==> src/rtl/core/sha1_pkg.sv <==
package sha1_pkg;

  // default depth of the op queue between front and back
  localparam int QUEUE_DEPTH_DEF = 2;

  // command codes of an input item
  localparam logic [1:0] CMD_ABSORB        = 2'd0;
  localparam logic [1:0] CMD_ABSORB_FINISH = 2'd1;
  localparam logic [1:0] CMD_FINISH        = 2'd2;

  typedef struct packed {
    logic [1:0] command;
    logic [7:0] data_byte;
  } msg_t;

  typedef struct packed {
    logic [31:0] digest_word;
    logic [2:0]  word_index;
    logic        last_word;
  } digest_t;

  // classified op handed from front to back
  typedef struct packed {
    logic       absorb;
    logic       finish;
    logic [7:0] data_byte;
  } op_t;

  // control from back to the round engine
  typedef struct packed {
    logic start;
    logic reinit;
  } cmp_ctl_t;

  typedef logic [4:0][31:0] chain_t;

  localparam chain_t CHAIN_IV = {32'hC3D2E1F0, 32'h10325476, 32'h98BADCFE,
                                 32'hEFCDAB89, 32'h67452301};

  localparam logic [31:0] K_0 = 32'h5A827999;
  localparam logic [31:0] K_1 = 32'h6ED9EBA1;
  localparam logic [31:0] K_2 = 32'h8F1BBCDC;
  localparam logic [31:0] K_3 = 32'hCA62C1D6;

  // round counter marks
  localparam logic [6:0] RND_PHASE_1 = 7'd20;
  localparam logic [6:0] RND_PHASE_2 = 7'd40;
  localparam logic [6:0] RND_PHASE_3 = 7'd60;
  localparam logic [6:0] RND_FINAL   = 7'd80;

  localparam logic [7:0] PAD_MARK      = 8'h80;
  localparam logic [5:0] LEN_FILL      = 6'd56;
  localparam logic [5:0] FILL_LAST     = 6'd63;
  localparam logic [2:0] LEN_LAST      = 3'd7;
  localparam logic [2:0] WORD_IDX_LAST = 3'd4;

endpackage

==> src/rtl/core/sha1_front.sv <==
module sha1_front import sha1_pkg::*; (
  input  logic clk,
  input  logic rst,
  input  logic msg_valid,
  output logic msg_stall,
  input  msg_t msg,
  output logic op_valid,
  output op_t  op,
  input  logic op_full
);

  logic accept;
  logic keep;
  op_t  op_cls;

  assign msg_stall = op_valid && op_full;
  assign accept    = msg_valid && !msg_stall;

  // classify the command, undefined codes are dropped here
  always_comb begin
    op_cls.data_byte = msg.data_byte;
    keep             = 1'b1;
    unique case (msg.command)
      CMD_ABSORB: begin
        op_cls.absorb = 1'b1;
        op_cls.finish = 1'b0;
      end
      CMD_ABSORB_FINISH: begin
        op_cls.absorb = 1'b1;
        op_cls.finish = 1'b1;
      end
      CMD_FINISH: begin
        op_cls.absorb = 1'b0;
        op_cls.finish = 1'b1;
      end
      default: begin
        op_cls.absorb = 1'b0;
        op_cls.finish = 1'b0;
        keep          = 1'b0;
      end
    endcase
  end

  always_ff @(posedge clk) begin
    if (rst) begin
      op_valid <= 1'b0;
    end else if (accept) begin
      op_valid <= keep;
    end else if (op_valid && !op_full) begin
      op_valid <= 1'b0;
    end
  end

  always_ff @(posedge clk) begin
    if (accept) begin
      op <= op_cls;
    end
  end

endmodule

==> src/rtl/core/sha1_queue.sv <==
module sha1_queue import sha1_pkg::*; #(
  parameter int DEPTH = QUEUE_DEPTH_DEF
) (
  input  logic clk,
  input  logic rst,
  input  logic push,
  input  op_t  push_op,
  output logic full,
  output logic head_valid,
  output op_t  head,
  input  logic pop
);

  localparam int AW = (DEPTH > 1) ? $clog2(DEPTH) : 1;
  localparam int CW = $clog2(DEPTH + 1);

  op_t           mem [DEPTH];
  logic [AW-1:0] wr_ptr;
  logic [AW-1:0] rd_ptr;
  logic [CW-1:0] count;
  logic          push_do;
  logic          pop_do;

  assign full       = (count == CW'(DEPTH));
  assign head_valid = (count != '0);
  assign head       = mem[rd_ptr];
  assign push_do    = push && !full;
  assign pop_do     = pop && head_valid;

  always_ff @(posedge clk) begin
    if (rst) begin
      wr_ptr <= '0;
      rd_ptr <= '0;
      count  <= '0;
    end else begin
      if (push_do) begin
        wr_ptr <= (wr_ptr == AW'(DEPTH - 1)) ? '0 : wr_ptr + 1'b1;
      end
      if (pop_do) begin
        rd_ptr <= (rd_ptr == AW'(DEPTH - 1)) ? '0 : rd_ptr + 1'b1;
      end
      if (push_do && !pop_do) begin
        count <= count + 1'b1;
      end else if (pop_do && !push_do) begin
        count <= count - 1'b1;
      end
    end
  end

  always_ff @(posedge clk) begin
    if (push_do) begin
      mem[wr_ptr] <= push_op;
    end
  end

  a_count_bound: assert property (@(posedge clk) disable iff (rst)
    count <= CW'(DEPTH))
    else $error("queue count past depth");

endmodule

==> src/rtl/core/sha1_compress.sv <==
module sha1_round_engine import sha1_pkg::*; (
  input  logic         clk,
  input  logic         rst,
  input  cmp_ctl_t     ctl,
  input  logic [511:0] block,
  output logic         busy,
  output chain_t       chain
);

  logic [511:0] win;
  logic [31:0]  a, b, c, d, e;
  logic [6:0]   rnd;
  logic [31:0]  w_mix;
  logic [31:0]  w_new;
  logic [31:0]  f;
  logic [31:0]  k;
  logic [31:0]  sum;

  // schedule window: word 0 at the top is w[t]
  assign w_mix = win[95:64] ^ win[255:224] ^ win[447:416] ^ win[511:480];
  assign w_new = {w_mix[30:0], w_mix[31]};

  always_comb begin
    priority if (rnd < RND_PHASE_1) begin
      f = (b & c) | (~b & d);
      k = K_0;
    end else if (rnd < RND_PHASE_2) begin
      f = b ^ c ^ d;
      k = K_1;
    end else if (rnd < RND_PHASE_3) begin
      f = (b & c) | (b & d) | (c & d);
      k = K_2;
    end else begin
      f = b ^ c ^ d;
      k = K_3;
    end
  end

  assign sum = {a[26:0], a[31:27]} + f + e + k + win[511:480];

  always_ff @(posedge clk) begin
    if (rst) begin
      busy  <= 1'b0;
      rnd   <= '0;
      chain <= CHAIN_IV;
    end else begin
      if (ctl.reinit) begin
        chain <= CHAIN_IV;
      end
      if (ctl.start) begin
        busy <= 1'b1;
        rnd  <= '0;
      end else if (busy) begin
        if (rnd == RND_FINAL) begin
          chain[0] <= chain[0] + a;
          chain[1] <= chain[1] + b;
          chain[2] <= chain[2] + c;
          chain[3] <= chain[3] + d;
          chain[4] <= chain[4] + e;
          busy     <= 1'b0;
        end else begin
          rnd <= rnd + 1'b1;
        end
      end
    end
  end

  always_ff @(posedge clk) begin
    if (ctl.start) begin
      win <= block;
      a   <= chain[0];
      b   <= chain[1];
      c   <= chain[2];
      d   <= chain[3];
      e   <= chain[4];
    end else if (busy && rnd != RND_FINAL) begin
      win <= {win[479:0], w_new};
      a   <= sum;
      b   <= a;
      c   <= {b[1:0], b[31:2]};
      d   <= c;
      e   <= d;
    end
  end

  a_final_ends: assert property (@(posedge clk) disable iff (rst)
    busy && rnd == RND_FINAL && !ctl.start |=> !busy)
    else $error("round engine did not finish after last round");

  a_reinit_idle: assert property (@(posedge clk) disable iff (rst)
    ctl.reinit |-> !busy && !ctl.start)
    else $error("chain reinit while compressing");

endmodule

==> src/rtl/core/sha1_back.sv <==
module sha1_back import sha1_pkg::*; (
  input  logic         clk,
  input  logic         rst,
  input  logic         op_valid,
  input  op_t          op,
  output logic         op_pop,
  output cmp_ctl_t     cmp_ctl,
  output logic [511:0] cmp_block,
  input  logic         cmp_busy,
  input  chain_t       chain,
  output logic         digest_valid,
  input  logic         digest_stall,
  output digest_t      digest
);

  typedef enum logic [5:0] {
    ST_RUN  = 6'b000001,
    ST_MARK = 6'b000010,
    ST_ZERO = 6'b000100,
    ST_LEN  = 6'b001000,
    ST_WAIT = 6'b010000,
    ST_OUT  = 6'b100000
  } back_state_t;

  back_state_t  state;
  back_state_t  state_next;
  logic [5:0]   fill;
  logic [60:0]  msg_bytes;
  logic [511:0] blk;
  logic [511:0] blk_next;
  logic [63:0]  len_sr;
  logic [2:0]   len_cnt;
  logic [2:0]   word_idx;
  logic         blocked;
  logic         shift_en;
  logic [7:0]   shift_byte;
  logic         emit;
  logic         emit_last;

  // a byte that closes a block must wait for the round engine
  assign blocked = (fill == FILL_LAST) && cmp_busy;

  always_comb begin
    state_next = state;
    shift_en   = 1'b0;
    shift_byte = op.data_byte;
    op_pop     = 1'b0;
    emit       = 1'b0;
    unique case (state)
      ST_RUN: begin
        if (op_valid) begin
          if (op.absorb) begin
            if (!blocked) begin
              op_pop   = 1'b1;
              shift_en = 1'b1;
              if (op.finish) begin
                state_next = ST_MARK;
              end
            end
          end else begin
            op_pop = 1'b1;
            if (op.finish) begin
              state_next = ST_MARK;
            end
          end
        end
      end
      ST_MARK: begin
        shift_byte = PAD_MARK;
        if (!blocked) begin
          shift_en   = 1'b1;
          state_next = ST_ZERO;
        end
      end
      ST_ZERO: begin
        shift_byte = 8'h00;
        if (fill == LEN_FILL) begin
          state_next = ST_LEN;
        end else if (!blocked) begin
          shift_en = 1'b1;
        end
      end
      ST_LEN: begin
        shift_byte = len_sr[63:56];
        if (!blocked) begin
          shift_en = 1'b1;
          if (len_cnt == LEN_LAST) begin
            state_next = ST_WAIT;
          end
        end
      end
      ST_WAIT: begin
        if (!cmp_busy) begin
          state_next = ST_OUT;
        end
      end
      ST_OUT: begin
        emit = !digest_valid || !digest_stall;
        if (emit && word_idx == WORD_IDX_LAST) begin
          state_next = ST_RUN;
        end
      end
      default: begin
        state_next = ST_RUN;
      end
    endcase
  end

  assign emit_last      = emit && (word_idx == WORD_IDX_LAST);
  assign blk_next       = {blk[503:0], shift_byte};
  assign cmp_block      = blk_next;
  assign cmp_ctl.start  = shift_en && (fill == FILL_LAST);
  assign cmp_ctl.reinit = emit_last;

  always_ff @(posedge clk) begin
    if (rst) begin
      state        <= ST_RUN;
      fill         <= '0;
      msg_bytes    <= '0;
      len_cnt      <= '0;
      word_idx     <= '0;
      digest_valid <= 1'b0;
    end else begin
      state <= state_next;
      if (shift_en) begin
        fill <= fill + 1'b1;
      end
      if (state == ST_RUN && shift_en) begin
        msg_bytes <= msg_bytes + 1'b1;
      end else if (emit_last) begin
        msg_bytes <= '0;
      end
      if (state == ST_MARK) begin
        len_cnt <= '0;
      end else if (state == ST_LEN && shift_en) begin
        len_cnt <= len_cnt + 1'b1;
      end
      if (emit) begin
        digest_valid <= 1'b1;
        word_idx     <= emit_last ? '0 : word_idx + 1'b1;
      end else if (digest_valid && !digest_stall) begin
        digest_valid <= 1'b0;
      end
    end
  end

  always_ff @(posedge clk) begin
    if (shift_en) begin
      blk <= blk_next;
    end
    if (state == ST_MARK) begin
      len_sr <= {msg_bytes, 3'b000};
    end else if (state == ST_LEN && shift_en) begin
      len_sr <= {len_sr[55:0], 8'h00};
    end
    if (emit) begin
      digest.digest_word <= chain[word_idx];
      digest.word_index  <= word_idx;
      digest.last_word   <= emit_last;
    end
  end

  a_start_idle: assert property (@(posedge clk) disable iff (rst)
    cmp_ctl.start |-> !cmp_busy)
    else $error("block handed to busy round engine");

  a_out_aligned: assert property (@(posedge clk) disable iff (rst)
    state == ST_OUT |-> fill == '0 && !cmp_busy)
    else $error("digest read with partial block or busy engine");

  a_pad_no_pop: assert property (@(posedge clk) disable iff (rst)
    state != ST_RUN |-> !op_pop)
    else $error("op taken during padding or output");

endmodule

==> src/rtl/core/sha1_hash_engine.sv <==
// SHA-1 engine taking one message byte per item. Each item carries a
// command: absorb the byte, absorb the byte and finish, or finish with no
// byte (the fourth code is dropped without effect). Finishing pads the
// message with the 0x80 marker, zero fill and the 64-bit big-endian bit
// length, then sends the five digest words on the digest channel, word 0
// first, last_word set on word 4, and the engine is ready for a new
// message. Bytes are taken at one per cycle, except while the back end
// pads or sends the digest or a closing byte waits, into a 64-byte shift
// buffer; a full block is copied into the round engine, which runs one
// round per cycle and stays busy through 80 rounds and the chaining add.
// The next block is collected while the current one is compressed and is
// handed over as soon as the engine goes idle, so intake is bounded by
// the compression. A byte that would close a block while the engine is
// still busy waits for it. Finishing shifts in the padding bytes (9 to 72
// bytes, one or two blocks), waits for the final compression and then
// sends the digest words whenever the digest channel is not stalled. An
// item passes a front register and a short op queue before the back end
// works on it, so the message side can keep handing over items, until
// both are full, while the back end pads or waits on the digest side.
module sha1_hash_engine import sha1_pkg::*; #(
  parameter int QUEUE_DEPTH = QUEUE_DEPTH_DEF
) (
  input  logic    clk,
  input  logic    rst,
  // message bytes and commands
  input  logic    msg_valid,
  output logic    msg_stall,
  input  msg_t    msg,
  // digest words
  output logic    digest_valid,
  input  logic    digest_stall,
  output digest_t digest
);

  // front register to queue
  logic         fr_valid;
  op_t          fr_op;
  logic         q_full;

  // queue to back end
  logic         q_valid;
  op_t          q_head;
  logic         q_pop;

  // back end to round engine
  cmp_ctl_t     cmp_ctl;
  logic [511:0] cmp_block;
  logic         cmp_busy;
  chain_t       chain;

  sha1_front u_front (
    .clk       (clk),
    .rst       (rst),
    .msg_valid (msg_valid),
    .msg_stall (msg_stall),
    .msg       (msg),
    .op_valid  (fr_valid),
    .op        (fr_op),
    .op_full   (q_full)
  );

  sha1_queue #(
    .DEPTH (QUEUE_DEPTH)
  ) u_queue (
    .clk        (clk),
    .rst        (rst),
    .push       (fr_valid),
    .push_op    (fr_op),
    .full       (q_full),
    .head_valid (q_valid),
    .head       (q_head),
    .pop        (q_pop)
  );

  // padding, block buffer and digest output
  sha1_back u_back (
    .clk          (clk),
    .rst          (rst),
    .op_valid     (q_valid),
    .op           (q_head),
    .op_pop       (q_pop),
    .cmp_ctl      (cmp_ctl),
    .cmp_block    (cmp_block),
    .cmp_busy     (cmp_busy),
    .chain        (chain),
    .digest_valid (digest_valid),
    .digest_stall (digest_stall),
    .digest       (digest)
  );

  // 80-round compression and chaining value
  sha1_round_engine u_compress (
    .clk   (clk),
    .rst   (rst),
    .ctl   (cmp_ctl),
    .block (cmp_block),
    .busy  (cmp_busy),
    .chain (chain)
  );

endmodule

==> config.mk <==
export PLATFORM = sky130hd
export DESIGN_NAME = sha1_hash_engine
export DESIGN_NICKNAME = d
export VERILOG_FILES = /design/src/rtl/core/sha1_pkg.sv /design/src/rtl/core/sha1_front.sv /design/src/rtl/core/sha1_queue.sv /design/src/rtl/core/sha1_compress.sv /design/src/rtl/core/sha1_back.sv /design/src/rtl/core/sha1_hash_engine.sv
export SDC_FILE = /design/constraint.sdc
export NUM_CORES = 2
export LEC_CHECK = 0
export ABC_AREA = 0
export BUFFER_PORTS_ARGS = -buffer_cell sky130_fd_sc_hd__buf_4
export CELL_PAD_IN_SITES_DETAIL_PLACEMENT = 0
export CELL_PAD_IN_SITES_GLOBAL_PLACEMENT = 1
export CORE_MARGIN = 2
export CORE_UTILIZATION = 47
export DETAILED_ROUTE_END_ITERATION = 12
export GPL_TIMING_DRIVEN = 0
export HOLD_SLACK_MARGIN = 0.06
export PLACE_DENSITY_LB_ADDON = 0.1
export SLEW_MARGIN = 10
export SYNTH_ARGS = -nofsm -noshare
export SYNTH_HDL_FRONTEND = slang
export SYNTH_SLANG_ARGS = --single-unit
==> constraint.sdc <==
create_clock -name clk -period 25.8 [get_ports clk]
set_input_delay 1.29 -clock clk [delete_from_list [all_inputs] [get_ports clk]]
set_output_delay 1.29 -clock clk [all_outputs]
set_load 0.05 [all_outputs]
* Yosys cells after proc, flatten, opt, wreduce, memory -nomap -nowiden
Memories as Yosys holds them, arrays and structs flattened. A register that Yosys moved wholly into a read port is not among the register bits.
Index checks and enable logic that the tools add are counted.
** Operators by class
- Div/mod/pow operators :: 0
- Magnitude comparators :: 4
- Reductions and logical operators :: 35
- $mul :: 0
- Mux-type cells :: 67
- Add/subtract/negate cells :: 18
- Bitwise gates (word level) :: 14
- Shift operators :: 0
- Equality and inequality tests :: 23
** Operators with widths (count)
- two-way mux 512 bit :: 2
- two-way mux 160 bit :: 4
- two-way mux 32 bit :: 16
- adder 32 bit :: 9
- XOR 32 bit :: 5
- AND 32 bit :: 4
- two-way mux 64 bit :: 2
- two-way mux 61 bit :: 2
- binary-select mux 32 bit (select 3 bit) :: 1
- bitwise OR 32 bit :: 3
- adder 61 x 1 -> 61 bit (second input constant) :: 1
- two-way mux 6 bit :: 10
- case mux 6 bit (6 select lines) :: 1
- inverter 32 bit :: 1
- two-way mux 31 bit :: 1
- case mux 8 bit (3 select lines) :: 1
- two-way mux 1 bit :: 22
- == test 6 bit (second input constant) :: 3
- logical AND 1 bit :: 14
- < comparator 7 x 6 -> 1 bit (second input constant) :: 2
- nonzero test 2 bit :: 7
- inequality test 2 bit (second input constant) :: 4
- AND reduction 8 bit :: 1
- adder 7 x 1 -> 7 bit (second input constant) :: 1
- other kinds (30) :: 44
** Storage, ports and cells
- Register bits :: 1536
- Input port bits :: 14
- Latch bits :: 0
- ROM bits :: 0
- Memories :: 1
- Memory bits (writable) :: 20
** Memory list
- u_queue.mem :: depth 2, width 10, rd ports 1, clocked after memory_dff 1, wr ports 1, line sha1_queue.sv:17 : op_t mem [DEPTH];

* Depth between registers and ports, before layout
- Word-level depth :: 12
- Gate-level depth with buffers :: 28

* By module
From an unflattened synthesis, not the netlist that was laid out.
** Second synthesis, totals
- Cells, all modules :: 5536
- Area total of the unflattened synthesis :: 73335.3 sq um
** By module, submodules not included
- sha1_round_engine :: times used 1, area an instance 47748.3 sq um, cells each 4010
- sha1_back :: times used 1, area an instance 24234.5 sq um, cells each 1446
- sha1_queue :: times used 1, area an instance 938.4 sq um, cells each 56
- sha1_front :: times used 1, area an instance 414.1 sq um, cells each 24

* Worst setup path before layout
Ideal clock, no wire load.
- Path type :: reg-to-reg
- Start :: register u_back.state[5]
- End :: register u_compress.a[0], enable pin
- Data required time :: 24.724 ns
- Library setup time :: 1.076 ns
- Cell stages (with the launch flop) :: 11
- Clock period less this slack :: 26.671 ns
- Path slack :: -0.871 ns
- Arrival time :: 25.595 ns
- Path through :: dfxtp_1 > or4_1 > nor3b_1 > nor2_1 > a31oi_4 > nand2_2 > or3_1 > buf_6 > buf_6 > buf_6 > nand2_1
** Between the ends
- Word-level cells in the longest chain between the ends :: 5
** Ends and longest elaborated chain
- start, declared :: line sha1_back.sv:25 : back_state_t state;
- start signal, assigned :: line sha1_back.sv:124 : state <= state_next;
- == test 6 x 4 -> 1 bit or == test 6 x 2 -> 1 bit (tied branches) :: line sha1_back.sv:49 : unique case (state)
- OR reduction 2 bit (no line)
- case mux 1 bit (3 select lines) (*) :: line sha1_back.sv:49
- named net u_back.shift_en :: line sha1_back.sv:35 : logic shift_en;
- logical AND 1 bit (*) :: line sha1_back.sv:112 : assign cmp_ctl.start = shift_en && (fill == FILL_LAST);
- nonzero test 2 bit (no line) (*)
- end signal, assigned :: line sha1_compress.sv:71 : a <= chain[0];
- end signal, assigned :: line sha1_compress.sv:78 : a <= sum;
- end, declared :: line sha1_compress.sv:11 : logic [31:0] a, b, c, d, e;
The timed path passes the listed nets; every way through them passes the cells marked *.
A chain may end at the register's enable or synchronous reset.

* Worst setup path in the final report
- Start :: register u_compress.rnd[4]
- End :: register u_compress.a[30] (data pin)
** Between the ends
- Word-level cells in the longest chain between the ends :: 10
** Ends and longest elaborated chain
- start, declared :: line sha1_compress.sv:12 : logic [6:0] rnd;
- start signal, assigned :: line sha1_compress.sv:62 : rnd <= rnd + 1'b1;
- < comparator 7 x 6 -> 1 bit :: line sha1_compress.sv:30 : end else if (rnd < RND_PHASE_3) begin
- two-way mux 32 bit :: line sha1_compress.sv:30
- two-way mux 32 bit :: line sha1_compress.sv:27 : end else if (rnd < RND_PHASE_2) begin
- two-way mux 32 bit :: line sha1_compress.sv:24 : priority if (rnd < RND_PHASE_1) begin
- adder 32 bit (2 in series) :: line sha1_compress.sv:39 : assign sum = {a[26:0], a[31:27]} + f + e + k + win[511:480];
- adder 32 bit (*) (2 in series) :: line sha1_compress.sv:39
- two-way mux 32 bit (*) :: line sha1_compress.sv:76 : end else if (busy && rnd != RND_FINAL) begin
- two-way mux 32 bit (*) :: line sha1_compress.sv:69 : if (ctl.start) begin
Mark *: on every way between the ends. The rest lies on a longest branch, timed or not. The select of a mux whose other input is x is not followed.

==> results.sh <==
export IMPL_status="finished, final reports clean"
export IMPL_crit_slowest_cell="o32ai_1"
export IMPL_synth_fa_ha_area_share_pct=7.36
export IMPL_yosysWarnings=0
export IMPL_clock_skew_ns=0.0510
export IMPL_dp_hpwl_um=165000
export IMPL_ctsResizeCount=0
export IMPL_hold_class="reg2reg"
export IMPL_syn_area_sq_um=73300
export IMPL_syn_avg_cell_area_sq_um=11.0
export IMPL_cts_tree="built"
export IMPL_synth_area_leader_cell="edfxtp_1"
export IMPL_power_density_nw_per_um2=72.9
export IMPL_netlist_area_leader_share_pct=53.4
export IMPL_syn_to_final_growth_pct=12.7
export IMPL_ir_drop_uv=78.9
export IMPL_critPathMaxStageDelay_ns=0.70
export IMPL_clkLatencyLatePin_ns=0.80
export IMPL_postRouteAntennaNets=0
export IMPL_grt_pass1_vias=49047
export IMPL_leakage_uw=0.0320
export IMPL_rsz0062_at_grt="no"
export IMPL_syn_nets=7065
export IMPL_ys_seq_area_share_pct=60.3
export IMPL_netlist_instances=6694
export IMPL_worst_setup_path_type="reg2reg"
export IMPL_cts_max_path_buffers=3
export IMPL_synth_cell_type_count=86
export IMPL_yosysMostFrequentCell="nand2_1"
export IMPL_gp_congestion=0.941
export IMPL_core_area_sq_um=154000
export IMPL_seq_area_sq_um=44200
export IMPL_p_total_uw=6020
export IMPL_synth_xor_area_share_pct=3.15
export IMPL_post_route_util_pct=53.5
export IMPL_period_minus_slack_ns=8.85
export IMPL_tightest_slew_ns=1.33
export IMPL_setup_violations=0
export IMPL_first_pass_iters=8
export IMPL_async_flop_share_pct=0
export IMPL_yosys_area_share_simple_pct=16.9
export IMPL_end_kind="flip-flop"
export IMPL_antenna_found_initial=2
export IMPL_cts_root_buf="clkbuf_16"
export IMPL_fill_cells=13472
export IMPL_fmax_mhz=113
export IMPL_maxSlewHeadroom_pct=11.3
export IMPL_wl_um=220000
export IMPL_ctsHoldBuffers=0
export IMPL_drive_gt1_share_pct=8.24
export IMPL_synth_ff_type="edfxtp_1"
export IMPL_synthMuxAreaShare_pct=1.44
export IMPL_start_util_pct=47.5
export IMPL_min_period_over_period_pct=34.3
export IMPL_place_port_buffers=51
export IMPL_synth_edff_count=1303
export IMPL_gr_usage_all_layers_pct=27.7
export IMPL_clk_pin_slew_ns=0.06
export IMPL_cts_max_level=4
export IMPL_arrival_ns=9.39
export IMPL_die_y_um=399
export IMPL_grt_pass1_wl_um=322000
export IMPL_crit_required_ns=26.34
export IMPL_synth_compound_area_share_pct=7.71
export IMPL_grt_start_max_net_pins=101
export IMPL_wire_per_inst_um=24.1
export IMPL_maxCapViolCount=0
export IMPL_nets=7322
export IMPL_synthTopCellsByArea="edfxtp_1 53%, nand2_1 11%, dfxtp_1 6.9%"
export IMPL_cp_max_fo=10
export IMPL_synth_top_family_by_area="simple AND/OR/NAND/NOR gates"
export IMPL_first_iter_violations=4494
export IMPL_drc=0
export IMPL_rows=144
export IMPL_cts_setup_buffers=0
export IMPL_start_kind="flip-flop"
export IMPL_hold_viol_final=0
export IMPL_ioPinCount=52
export IMPL_cp_num_buf_inv=7
export IMPL_die_area_sq_um=159000
export IMPL_clock_sinks=1557
export IMPL_synth_seq_cells=1557
export IMPL_vias=49565
export IMPL_synth_common_cells="2201 x nand2_1, 1303 x edfxtp_1, 349 x a21oi_1"
export IMPL_multi_input_area_sq_um=26800
export IMPL_cts_made_buffers=170
export IMPL_crit_family="compound AO/OA/AOI/OAI gates"
export IMPL_grt_overflow=0
export IMPL_slew_viol_final=0
export IMPL_avgViaCountPerCell=5.43
export IMPL_die_w_um=399
[stage by stage]
step | hold slack [ns] | setup TNS [ns] | std cells | cell area (sq um) | setup slack, ns
floorplan | 0.406 | 0 | 6694 | 73300 | 5.81
global route | 0.452 | 0 | 9130 | 82700 | 16.71
global placement | 0.416 | -2316.04 | 8789 | 76300 | -3.55
detailed placement | 0.432 | 0 | 8823 | 77100 | 16.97
CTS | 0.440 | 0 | 9130 | 82700 | 16.91
finish | 0.445 | 0 | 9132 | 82700 | 16.95
[where the power goes]
part	leakage [uW]	internal, uW	switching (uW)
Clock	0.00270	1370	1060
Sequential	0.0139	3110	151
Combinational	0.0154	111	226
Total	0.0320	4590	1440
[logic make-up (layout without fill, tap and decap cells)]
logic type,after synthesis,after routing
AOI/OAI and AO/OA,914,914
xor gates and xnor gates,264,264
adders and majority gates,357,357
buffers and inverters,535,927
DFF,1557,1557
muxes,64,64
other,0,2
and+or+nand+nor,3003,3003
[worst register-to-register path, cell delays in order, from the launching register on]
cell and delay (ns):
dfxtp_1 0.29, clkbuf_1 0.17, nand4_1 0.15, nor2b_1 0.64, inv_1 0.40, nor2_1 0.38
clkinv_1 0.46, nand2_1 0.54, clkbuf_1 0.61, o21ai_0 0.37, fa_1 0.60, inv_1 0.05
fa_1 0.54, inv_1 0.08, fa_1 0.49, inv_1 0.04, ha_1 0.32, o21ai_0 0.13
o21ai_0 0.40, a41oi_1 0.39, o32ai_1 0.71, o41ai_1 0.13, o21ai_0 0.21, nor2_1 0.09
a21oi_1 0.19, xnor2_1 0.14, a21oi_1 0.09
[final cells by class]
class                      instances  share of cell area [%]
sequential                      1557                    53.5
multi-input combinational       4602                    32.5
timing repair buffer              85                    1.46
tap                             2044                    3.09
buffer                           268                    1.60
antenna                            2                 0.00605
clock inverter                   103                    1.33
inverter                         267                    1.21
clock buffer                     204                    5.36
[worst paths after layout]
kind,from,to,slack [ns],cells after the start
worst max-delay path,u_compress.rnd[4],u_compress.a[30],16.95,26
worst min-delay path,u_back.blk[41],u_back.blk[49],0.45,0
worst max register to register,u_compress.rnd[4],u_compress.a[30],16.95,26
worst min register to register,u_back.blk[41],u_back.blk[49],0.45,0
[sequential cells by signal, summed over array words and instances, names as in the netlist, 2 cells and up, named ones only]
register          cells
u_compress.d         32
u_queue.mem          20
u_compress.c         32
u_back.state          6
u_compress.chain    160
u_compress.win      512
u_back.blk          504
u_compress.b         32
u_back.msg_bytes     61
u_queue.count         2
u_back.digest        36
u_compress.rnd        7
u_back.word_idx       3
u_back.len_cnt        3
u_back.fill           6
u_compress.e         32
u_compress.a         32
u_back.len_sr        61
u_front.op           10
[cells in the final DEF, fill, tap and decap left out, types with 130 or more instances in the layout]
cell       instances
a21oi_1          349
clkbuf_16        170
dfxtp_1          254
edfxtp_1        1303
ha_1             233
inv_1            265
nand2_1         2200
nand3_1          130
nor2_1           313
o21ai_0          187
xnor2_1          170
[routing by layer]
metal	vias to the layer above	wire length (um)	part of all wire, %	global-route usage (%)
met2	1406	105000	48	45.8
met3	288	12600	5.7	3.89
met1	24202	94500	43	37.7
met4	0	7420	3.4	9.18
li1	23669	-	-	-
met5	-	0	0	0
Power figures use the tool's default switching activity.
